File: config.mk
export PLATFORM = sky130hd
export DESIGN_NAME = sbus_frame_decoder_top_flat
export DESIGN_NICKNAME = d
export VERILOG_FILES = /design/src/sbusfd_pkg.sv /design/src/sbusfd_if.sv /design/src/sbusfd_cell.sv /design/src/sbus_frame_decoder_top.sv /design/src/flat_wrapper.sv
export SDC_FILE = /design/constraint.sdc
export NUM_CORES = 1
export LEC_CHECK = 0
export BUFFER_PORTS_ARGS = -buffer_cell sky130_fd_sc_hd__clkbuf_2
export CORE_ASPECT_RATIO = 1.2
export CORE_MARGIN = 5
export CORE_UTILIZATION = 45
export DETAILED_ROUTE_END_ITERATION = 7
export HOLD_SLACK_MARGIN = 0.08
export MAX_ROUTING_LAYER = met4
export PLACE_DENSITY = 0.71
export SLEW_MARGIN = 25
export SYNTH_ARGS = -nofsm -noshare
export SYNTH_HDL_FRONTEND = slang
export SYNTH_HIERARCHICAL = 1
export SYNTH_SLANG_ARGS = --single-unit
File: constraint.sdc
create_clock -name i_clk -period 8.35 [get_ports i_clk]
set_input_delay 1.67 -clock i_clk [delete_from_list [all_inputs] [get_ports i_clk]]
set_output_delay 1.67 -clock i_clk [all_outputs]
set_load 0.02 [all_outputs]
File: src/sbusfd_pkg.sv
`timescale 1ns / 1ps

package sbusfd_pkg;

    localparam int unsigned BYTE_W     = 8;
    localparam int unsigned CHAN_W     = 11;
    localparam int unsigned NUM_CHANS  = 8;
    localparam int unsigned NUM_CELLS  = 23;
    localparam int unsigned POS_W      = 5;
    localparam int unsigned LINK_W     = 2;

    localparam logic [BYTE_W-1:0] SBUS_HEADER = 8'h0F;
    localparam logic [BYTE_W-1:0] SBUS_FOOTER = 8'h00;
    localparam logic [POS_W-1:0]  LAST_POS    = 5'd24;

    localparam int unsigned LOST_BIT     = 2;
    localparam int unsigned FAILSAFE_BIT = 3;

    localparam logic [LINK_W-1:0] LINK_OK       = 2'd0;
    localparam logic [LINK_W-1:0] LINK_LOST     = 2'd1;
    localparam logic [LINK_W-1:0] LINK_FAILSAFE = 2'd2;

    typedef logic [BYTE_W-1:0] t_byte;
    typedef logic [CHAN_W-1:0] t_chan;
    typedef logic [LINK_W-1:0] t_link;

    // status byte to link code, failsafe wins over lost
    function automatic t_link link_code(input t_byte st);
        t_link code;
        if (st[FAILSAFE_BIT]) begin
            code = LINK_FAILSAFE;
        end else if (st[LOST_BIT]) begin
            code = LINK_LOST;
        end else begin
            code = LINK_OK;
        end
        return code;
    endfunction

endpackage

File: src/sbusfd_if.sv
`timescale 1ns / 1ps

interface sbusfd_in_if;
    logic                      valid;
    logic                      ready;
    logic [sbusfd_pkg::BYTE_W-1:0] rx_byte;
    logic                      burst_end;

    modport source (output valid, output rx_byte, output burst_end, input ready);
    modport sink   (input valid, input rx_byte, input burst_end, output ready);
endinterface

interface sbusfd_out_if;
    logic                          valid;
    logic                          ready;
    logic [sbusfd_pkg::CHAN_W-1:0] chan_one;
    logic [sbusfd_pkg::CHAN_W-1:0] chan_two;
    logic [sbusfd_pkg::CHAN_W-1:0] chan_three;
    logic [sbusfd_pkg::CHAN_W-1:0] chan_four;
    logic [sbusfd_pkg::CHAN_W-1:0] chan_five;
    logic [sbusfd_pkg::CHAN_W-1:0] chan_six;
    logic [sbusfd_pkg::CHAN_W-1:0] chan_seven;
    logic [sbusfd_pkg::CHAN_W-1:0] chan_eight;
    logic [sbusfd_pkg::LINK_W-1:0] link_status;

    modport source (output valid, input ready,
                    output chan_one, output chan_two, output chan_three, output chan_four,
                    output chan_five, output chan_six, output chan_seven, output chan_eight,
                    output link_status);
    modport sink   (input valid, output ready,
                    input chan_one, input chan_two, input chan_three, input chan_four,
                    input chan_five, input chan_six, input chan_seven, input chan_eight,
                    input link_status);
endinterface

File: src/sbusfd_cell.sv
`timescale 1ns / 1ps

module sbusfd_cell (
    input  logic               i_clk,
    input  logic               i_shift,
    input  sbusfd_pkg::t_byte  i_byte,
    output sbusfd_pkg::t_byte  o_byte
);
    import sbusfd_pkg::*;

    t_byte r_byte;

    // one frame byte, moves one place down the row per stored beat
    always_ff @(posedge i_clk) begin
        if (i_shift) begin
            r_byte <= i_byte;
        end
    end

    assign o_byte = r_byte;

endmodule

File: src/sbus_frame_decoder_top.sv
`timescale 1ns / 1ps

// channel   dir  payload                               handshake
// i_rx      in   rx_byte[8], burst_end[1]              valid / ready
// o_frame   out  chan_one..chan_eight[11], link_status[2]  valid / ready
//
// one input beat per cycle while ready; o_frame is valid the cycle after the end byte
// ready stays high while a result waits, unless that result is not taken this cycle
// i_rst_n (synchronous, active low) returns the block to hunting and drops a pending result
// the frame store is a row of 23 byte cells with no reset: every cell is refilled per frame

module sbus_frame_decoder_top (
    input  logic        i_clk,
    input  logic        i_rst_n,
    sbusfd_in_if.sink   i_rx,
    sbusfd_out_if.source o_frame
);
    import sbusfd_pkg::*;

    // control state
    logic               r_in_frame;
    logic [POS_W-1:0]   r_byte_pos;
    logic               r_out_valid;

    // result registers
    t_chan              r_chan [NUM_CHANS];
    t_link              r_link;

    logic               in_beat;
    logic               out_beat;
    logic [POS_W-1:0]   n_byte_pos;
    logic               store_beat;
    logic               emit;

    // row of cells: cell 0 holds the newest byte, cell 22 frame byte 1
    t_byte              cell_q [NUM_CELLS];
    logic [NUM_CELLS*BYTE_W-1:0] frame_flat;
    t_chan              chan_w [NUM_CHANS];

    assign out_beat   = r_out_valid && o_frame.ready;
    assign i_rx.ready = !r_out_valid || o_frame.ready;
    assign in_beat    = i_rx.valid && i_rx.ready;

    assign n_byte_pos = r_byte_pos + 5'd1;
    // data bytes 1..23 go into the row, the end byte does not
    assign store_beat = in_beat && r_in_frame && (n_byte_pos < LAST_POS);
    assign emit       = in_beat && r_in_frame && (n_byte_pos == LAST_POS)
                        && (i_rx.rx_byte == SBUS_FOOTER);

    for (genvar g = 0; g < NUM_CELLS; g++) begin : g_cell
        if (g == 0) begin : g_head
            sbusfd_cell u_cell (
                .i_clk   (i_clk),
                .i_shift (store_beat),
                .i_byte  (i_rx.rx_byte),
                .o_byte  (cell_q[g])
            );
        end else begin : g_body
            sbusfd_cell u_cell (
                .i_clk   (i_clk),
                .i_shift (store_beat),
                .i_byte  (cell_q[g-1]),
                .o_byte  (cell_q[g])
            );
        end
        // little-endian bit stream, frame byte 1 first
        assign frame_flat[g*BYTE_W +: BYTE_W] = cell_q[NUM_CELLS-1-g];
    end

    // channels are fixed slices of the bit stream
    for (genvar k = 0; k < NUM_CHANS; k++) begin : g_chan
        assign chan_w[k] = frame_flat[k*CHAN_W +: CHAN_W];
    end

    always_ff @(posedge i_clk) begin
        if (!i_rst_n) begin
            r_in_frame  <= 1'b0;
            r_byte_pos  <= '0;
            r_out_valid <= 1'b0;
        end else begin
            if (in_beat) begin
                if (!r_in_frame) begin
                    // hunting: a header that ends its burst cannot start a frame
                    if (i_rx.rx_byte == SBUS_HEADER && !i_rx.burst_end) begin
                        r_in_frame <= 1'b1;
                        r_byte_pos <= '0;
                    end
                end else begin
                    r_byte_pos <= n_byte_pos;
                    if (n_byte_pos < LAST_POS) begin
                        // burst ended early, drop the frame
                        if (i_rx.burst_end) begin
                            r_in_frame <= 1'b0;
                        end
                    end else begin
                        // end byte: back to hunting whether good or bad
                        r_in_frame <= 1'b0;
                    end
                end
            end
            if (emit) begin
                r_out_valid <= 1'b1;
            end else if (out_beat) begin
                r_out_valid <= 1'b0;
            end
        end
    end

    // result payload, loaded only on a good end byte
    always_ff @(posedge i_clk) begin
        if (emit) begin
            for (int k = 0; k < NUM_CHANS; k++) begin
                r_chan[k] <= chan_w[k];
            end
            r_link <= link_code(cell_q[0]);
        end
    end

    assign o_frame.valid       = r_out_valid;
    assign o_frame.chan_one    = r_chan[0];
    assign o_frame.chan_two    = r_chan[1];
    assign o_frame.chan_three  = r_chan[2];
    assign o_frame.chan_four   = r_chan[3];
    assign o_frame.chan_five   = r_chan[4];
    assign o_frame.chan_six    = r_chan[5];
    assign o_frame.chan_seven  = r_chan[6];
    assign o_frame.chan_eight  = r_chan[7];
    assign o_frame.link_status = r_link;

endmodule
File: src/flat_wrapper.sv
// flat-port wrapper written by rule: the top's interface ports become plain ports
module sbus_frame_decoder_top_flat import sbusfd_pkg::*;
  (i_clk, i_rst_n, i_rx_valid, i_rx_rx_byte, i_rx_burst_end, i_rx_ready, o_frame_valid, o_frame_ready, o_frame_chan_one, o_frame_chan_two, o_frame_chan_three, o_frame_chan_four, o_frame_chan_five, o_frame_chan_six, o_frame_chan_seven, o_frame_chan_eight, o_frame_link_status);
  sbusfd_in_if i_rx_i ();
  sbusfd_out_if o_frame_i ();
  input  logic i_clk;
  input  logic i_rst_n;
  input wire logic [$bits(i_rx_i.valid)-1:0] i_rx_valid;
  input wire logic [$bits(i_rx_i.rx_byte)-1:0] i_rx_rx_byte;
  input wire logic [$bits(i_rx_i.burst_end)-1:0] i_rx_burst_end;
  output wire logic [$bits(i_rx_i.ready)-1:0] i_rx_ready;
  output wire logic [$bits(o_frame_i.valid)-1:0] o_frame_valid;
  input wire logic [$bits(o_frame_i.ready)-1:0] o_frame_ready;
  output wire logic [$bits(o_frame_i.chan_one)-1:0] o_frame_chan_one;
  output wire logic [$bits(o_frame_i.chan_two)-1:0] o_frame_chan_two;
  output wire logic [$bits(o_frame_i.chan_three)-1:0] o_frame_chan_three;
  output wire logic [$bits(o_frame_i.chan_four)-1:0] o_frame_chan_four;
  output wire logic [$bits(o_frame_i.chan_five)-1:0] o_frame_chan_five;
  output wire logic [$bits(o_frame_i.chan_six)-1:0] o_frame_chan_six;
  output wire logic [$bits(o_frame_i.chan_seven)-1:0] o_frame_chan_seven;
  output wire logic [$bits(o_frame_i.chan_eight)-1:0] o_frame_chan_eight;
  output wire logic [$bits(o_frame_i.link_status)-1:0] o_frame_link_status;
  assign i_rx_i.valid = i_rx_valid;
  assign i_rx_i.rx_byte = i_rx_rx_byte;
  assign i_rx_i.burst_end = i_rx_burst_end;
  assign i_rx_ready = i_rx_i.ready;
  assign o_frame_valid = o_frame_i.valid;
  assign o_frame_i.ready = o_frame_ready;
  assign o_frame_chan_one = o_frame_i.chan_one;
  assign o_frame_chan_two = o_frame_i.chan_two;
  assign o_frame_chan_three = o_frame_i.chan_three;
  assign o_frame_chan_four = o_frame_i.chan_four;
  assign o_frame_chan_five = o_frame_i.chan_five;
  assign o_frame_chan_six = o_frame_i.chan_six;
  assign o_frame_chan_seven = o_frame_i.chan_seven;
  assign o_frame_chan_eight = o_frame_i.chan_eight;
  assign o_frame_link_status = o_frame_i.link_status;
  sbus_frame_decoder_top u_core (.i_clk(i_clk), .i_rst_n(i_rst_n), .i_rx(i_rx_i), .o_frame(o_frame_i));
endmodule
==> reports/results.ini, run 1 <==
[status]
run_status = finished clean

[layout]
seq_area_um2 = 8370
multi_input_area_um2 = 339
drive_gt1_share_pct = 31.8
design_area_um2 = 10400
syn_to_final_growth_pct = 19.8
num-fill-cells = 1392
diodes = 0
finalNetCount = 481
post-route-util_pct = 55.1
final_cell_mix = 274 x edfxtp_1, 104 x clkbuf_2, 27 x clkbuf_16
layout_commonest_cell = edfxtp_1

[drt]
wire_per_inst_um = 15.5
dr.pass1.iters = 4
drt_first_iter_violations = 192
wirelength_um = 11400
routed-via-count = 3504
drc_errors = 0
vias_per_cell = 4.74
ant_nets = 0

[logic_synthesis]
syn_area_um2 = 8700
yosysSeqAreaShare_pct = 96.2
avgSynthCellArea_um2 = 26.3
synth_warnings = 6
syn_nets = 346
synth_cells = 331
synth_cell_types = 32
ys_ff_latch = 281

[timing]
finalSetupViolCount = 0
skew_ns = 0.00649
slew_violations = 0
rsz0062_at_grt = false
hold_viol = 0
fmaxAchievable_ghz = 0.251
maxSlewHeadroom_pct = 44.8
tightestPinTransition_ns = 0.828
min_period_over_period_pct = 47.7
fin_setup_tns_ns = 0
finalHoldWorstSlack_ns = 0.415
post-route-min-period_ns = 3.98

[cts]
cts_made_buffers = 26
postCtsSetupBuffers = 0
htree_levels = 1
clkTransAtPathRegs_ns = 0.06
cts_buffer_depth = 3
ctsHoldBuffers = 0
cts_sinks = 281
tritoncts = built
ctsResizeCount = 0
clockRootBuffer = clkbuf_16
clk_latency_ns = 0.50

[worst_hold_path]
hp-class = flip-flop to flip-flop
min_to = u_core/r_chan[0][1]$_DFFE_PP_
min-delay-start = u_core/g_cell[22].g_body.u_cell/o_byte[1]$_DFFE_PP_
hold_path_depth = 0

[critical_path]
r2r_slack_ns = 5.22
cp_top_family = buffers and inverters
cpPeakStageDelay_ns = 0.25
worst_setup_path_end_kind = output pin
r2r_start = u_core/r_byte_pos[0]$_SDFFE_PN0P_
worstReg2RegEnd = u_core/g_cell[1].g_body.u_cell/o_byte[2]$_DFFE_PP_
worst-path-buf-inv = 3
critPathMaxFanout = 7
cpMostUsedCell = clkbuf_2
start_kind = input pin
r2r_cells = 6
worstPathRequired_ns = 6.68
arrival_ns = 2.31
crit_path_cell_trace = clkbuf_2 > nor2b_2 > inv_1 > clkbuf_2
critPathKind = input pin to output pin
cp_slowest_cell = nor2b_2

[global_route]
track_usage_pct = 10.2
grt_overflow = 0
antenna_found_initial = 0
grt_max_degree = 93
grt_pass1_wl_um = 17800
grt_pass1_vias = 3414

[floorplan]
initial_utilization_pct = 46.0
row_count = 55
die_x_um = 137
die-area_um2 = 22200
die_y_um = 162
core_area_um2 = 18900
io-pin-count = 105

[placement]
dpl_cell_area_um2 = 9590
gp_congestion = 0.788
dp_hpwl_um = 6880
io_buffers = 104

[power]
vdd_drop_max_mv = 0.165
power_uw = 2640
power_density_nw_per_um2 = 254
p_leak_uw = 0.00345

[flow_run]
maxCapViolCount = 0

[metrics by stage]
step,worst slack (ns),instances
2_1_floorplan,1.88,331
3_3_place_gp,3.78,693
3_5_place_dp,3.94,694
4_1_cts,4.38,740
5_1_grt,4.29,740
6_report,4.37,740
[state kept, by name, indices dropped and copies added, names as in the netlist]
name	flops
u_core/g_cell.g_body.u_cell/o_byte	176
u_core/r_chan	88
u_core/g_cell.g_head.u_cell/o_byte	8
u_core/r_byte_pos	5
u_core/o_frame.link_status	2
u_core/o_frame.valid	1
u_core/r_in_frame	1
[metal layers]
| layer | global-route usage (%) | share of wire (%) | vias up |
|---|---|---|---|
| met4 | 2.90 | 1.4 | 0 |
| met1 | 14.4 | 47 | 1747 |
| met3 | 2.10 | 7.4 | 17 |
| met2 | 15.1 | 45 | 130 |
| li1 | - | - | 1610 |
| met5 | - | 0 | - |
[how the worst max path moves through the flow]
stage / start / end / slack [ns] / depth (start not counted)
4_1_cts: o_frame_ready / i_rx_ready / 4.38 / 4
2_1_floorplan: i_rx_valid / u_core/o_frame.link_status[0]$_SDFFCE_PP0P_ / 1.88 / 4
3_3_place_gp: i_rx_valid / u_core/g_cell[1].g_body.u_cell/o_byte[2]$_DFFE_PP_ / 3.78 / 5
6_report: o_frame_ready / i_rx_ready / 4.37 / 4
5_1_grt: o_frame_ready / i_rx_ready / 4.29 / 4
3_5_place_dp: i_rx_valid / u_core/g_cell[0].g_head.u_cell/o_byte[3]$_DFFE_PP_ / 3.94 / 5
[cell families (layout without fill, tap and decap cells)]
family	Yosys count	in the layout	share of synthesized area [%]
flip-flops	281	281	96.2
AND/OR/NAND/NOR	30	30	2.13
XOR/XNOR	1	1	0.101
AO/OA/AOI/OAI	16	16	1.28
buffers and inverters	1	154	0.0431
adder cells (fa/ha/maj)	2	2	0.288
[cell usage after synthesis]
library cell / instances / area (µm²)
o21ai_0: 4 / 20.0
or3_1: 1 / 6.26
inv_1: 1 / 3.75
nand3_1: 4 / 20.0
nor3b_2: 1 / 12.5
nor4_1: 1 / 6.26
nor2b_2: 1 / 8.76
nand3_2: 1 / 10.0
or2_2: 1 / 6.26
nand4_1: 2 / 12.5
a21oi_1: 2 / 10.0
nand2_1: 7 / 26.3
a21boi_0: 1 / 7.51
nor4_4: 1 / 21.3
ha_1: 2 / 25.0
o211ai_1: 1 / 7.51
and2_0: 1 / 6.26
and3_1: 1 / 6.26
o31ai_1: 1 / 7.51
nor2b_1: 1 / 6.26
o21ai_2: 1 / 8.76
edfxtp_1: 274 / 8230
nor2_1: 3 / 11.3
nor3_1: 2 / 10.0
nor3b_1: 1 / 7.51
o21bai_1: 1 / 7.51
and2_2: 1 / 7.51
dfxtp_1: 7 / 140
a31oi_1: 3 / 18.8
a31oi_2: 1 / 12.5
xnor2_1: 1 / 8.76
o2111a_1: 1 / 11.3
[final cells by class]
| cell class | instances | share of cell area (%) |
|---|---|---|
| clock buffer | 30 | 6.59 |
| sequential | 281 | 80.3 |
| tap | 256 | 3.07 |
| inverter | 1 | 0.0360 |
| timing repair buffer | 107 | 5.40 |
| multi-input combinational | 49 | 3.25 |
| clock inverter | 16 | 1.37 |
[power breakdown]
group / internal [µW] / leakage (µW) / switching, µW / total, µW
combinational: 2.59 / 0.000536 / 3.29 / 5.88
sequential: 1520 / 0.00252 / 0.120 / 1520
clock: 652 / 0.000397 / 462 / 1110
total: 2180 / 0.00345 / 465 / 2640
(Power assumes the default switching activity.)
==> inputs of run 2 (changes only) <==
Settings changed: PLACE_DENSITY 0.71 to 0.74.
Clock period 8.35 ns to 3.3 ns, I/O delays scaled along.
==> reports/results.ini, run 2 (synthesized netlist as in run 1, its figures left out) <==
[floorplan]
die_y_um = 162  ; unchanged
row_count = 55  ; unchanged
die_x_um = 137  ; unchanged
initial_utilization_pct = 46.0  ; unchanged
core_area_um2 = 18900  ; unchanged
io-pin-count = 105  ; unchanged
die-area_um2 = 22200  ; unchanged

[layout]
design_area_um2 = 10400  ; -0.13%
seq_area_um2 = 8370  ; unchanged
diodes = 0  ; unchanged
finalNetCount = 484  ; +0.62%
final_cell_mix = 274 x edfxtp_1, 104 x clkbuf_2, 25 x clkbuf_16
post-route-util_pct = 55.0  ; -0.073 points
finalNonFillerCells = 743  ; +0.41%
syn_to_final_growth_pct = 19.6
drive_gt1_share_pct = 31.0  ; -0.81 points
num-fill-cells = 1385  ; -0.50%
layout_commonest_cell = edfxtp_1
multi_input_area_um2 = 339  ; unchanged
largest_reg_flops = 176  ; unchanged

[placement]
dpl_cell_area_um2 = 9670  ; +0.84%
gp_congestion = 0.850  ; +7.8%
dp_hpwl_um = 7430  ; +8.0%
io_buffers = 104  ; unchanged
placed_cells = 698  ; +0.58%

[cts]
ctsResizeCount = 0  ; unchanged
clockRootBuffer = clkbuf_16
cts_made_buffers = 25  ; -3.8%
clk_latency_ns = 0.49  ; about the same
cts_buffer_depth = 3  ; unchanged
tritoncts = built
ctsHoldBuffers = 0  ; unchanged
htree_levels = 1  ; unchanged
postCtsSetupBuffers = 0  ; unchanged
cts_sinks = 281  ; unchanged
clkTransAtPathRegs_ns = 0.06  ; about the same

[worst_hold_path]
min-delay-start = i_rx_rx_byte[3]
hold_path_depth = 1  ; +1
hp-class = input pin to flip-flop
min_to = u_core/g_cell[0].g_head.u_cell/o_byte[3]$_DFFE_PP_

[power]
p_leak_uw = 0.00344  ; -0.24%
vdd_drop_max_mv = 0.427  ; +160%
power_density_nw_per_um2 = 622  ; +150%

[drt]
routed-via-count = 3538  ; +0.97%
dr.pass1.iters = 4  ; unchanged
ant_nets = 0  ; unchanged
drt_first_iter_violations = 311  ; +62%
drc_errors = 0  ; unchanged
wirelength_um = 12000  ; +5.1%
wire_per_inst_um = 16.2  ; +4.7%
vias_per_cell = 4.76  ; +0.56%

[timing]
min_period_over_period_pct = 76.6
post-route-min-period_ns = 2.53
tightestPinTransition_ns = 0.546  ; -0.282 ns
slew_violations = 0  ; unchanged
hold_viol = 0  ; unchanged
fin_setup_tns_ns = 0  ; unchanged
fmaxAchievable_ghz = 0.396
maxSlewHeadroom_pct = 63.6  ; +19 points
finalSetupViolCount = 0  ; unchanged
skew_ns = 0.00932  ; +0.00283 ns
rsz0062_at_grt = false

[critical_path]
worstPathRequired_ns = 3.48  ; -3.20 ns
critPathMaxFanout = 37  ; +30
arrival_ns = 2.71  ; +0.40 ns
worst_setup_path_end_kind = flip-flop
start_kind = flip-flop
r2r_slack_ns = 0.77  ; -4.45 ns
worstReg2RegEnd = u_core/g_cell[22].g_body.u_cell/o_byte[2]$_DFFE_PP_
r2r_cells = 6  ; unchanged
critPathKind = flip-flop to flip-flop
r2r_start = u_core/r_byte_pos[1]$_SDFFE_PN0P_

[flow_run]
maxCapViolCount = 0  ; unchanged

[global_route]
grt_overflow = 0  ; unchanged
grt_max_degree = 54  ; -42%
track_usage_pct = 10.8  ; +0.65 points
grt_pass1_vias = 3463  ; +1.4%
antenna_found_initial = 0  ; unchanged
grt_pass1_wl_um = 18700  ; +5.2%

[status]
run_status = finished clean

run 2: cell count changes in the layout (fill, tap and decap cells not counted), sizes merged:
cell	previous run	this run
buf	3	7
clkbuf	134	137
clkinv	11	9
clkinvlp	3	1
bufinv	2	1
inv	1	2
run 2: area by class of cell:
cell class	instances	area share (%)
inverter	1	0.0361
sequential	281	80.4
multi-input combinational	49	3.26
tap	256	3.08
timing repair buffer	111	6.11
clock buffer	33	6.30
clock inverter	12	0.841
run 2: worst max-delay path by stage:
stage | slack (ns) | to | startpoint | cells past startpoint
after floorplan | 0.29 | u_core/o_frame.link_status[0]$_SDFFCE_PP0P_ | i_rx_valid | 4
after global placement | 0.90 | u_core/g_cell[22].g_body.u_cell/o_byte[7]$_DFFE_PP_ | i_rx_valid | 5
after detailed placement | 0.72 | u_core/g_cell[21].g_body.u_cell/o_byte[2]$_DFFE_PP_ | i_rx_valid | 5
after CTS | 0.76 | u_core/g_cell[15].g_body.u_cell/o_byte[2]$_DFFE_PP_ | u_core/r_byte_pos[0]$_SDFFE_PN0P_ | 6
after global routing | 0.57 | u_core/g_cell[15].g_body.u_cell/o_byte[2]$_DFFE_PP_ | u_core/r_byte_pos[1]$_SDFFE_PN0P_ | 6
final | 0.77 | u_core/g_cell[22].g_body.u_cell/o_byte[2]$_DFFE_PP_ | u_core/r_byte_pos[1]$_SDFFE_PN0P_ | 6
run 2: metal layers:
metal	wire length, µm	GRT usage [%]	part of all wire (%)
met5	0	-	0
met4	177	2.59	1.5
met3	969	2.87	8.1
met2	5360	15.9	45
met1	5520	15.3	46
run 2: stage by stage:
stage | setup WS, ns | total power (µW) | hold WS [ns]
2_1_floorplan | 0.288 | 3930 | 0.400
3_3_place_gp | 0.897 | 3950 | 0.400
6_report | 0.773 | 6470 | 0.372
4_1_cts | 0.761 | 6550 | 0.350
3_5_place_dp | 0.716 | 3950 | 0.405
5_1_grt | 0.568 | 6730 | 0.346
run 2: critical path: stages, from the launching register on:
cell	delay [ns]
dfxtp_1	0.41
ha_1	0.30
and3_1	0.18
nor2_1	0.05
a31oi_2	0.32
and2_4	0.57
buf_4	0.36
run 2: power by group:
group	switching [µW]	total [µW]	internal, µW
clock network	1120	2600	1480
registers	0.317	3860	3860
logic	8.07	14.7	6.60
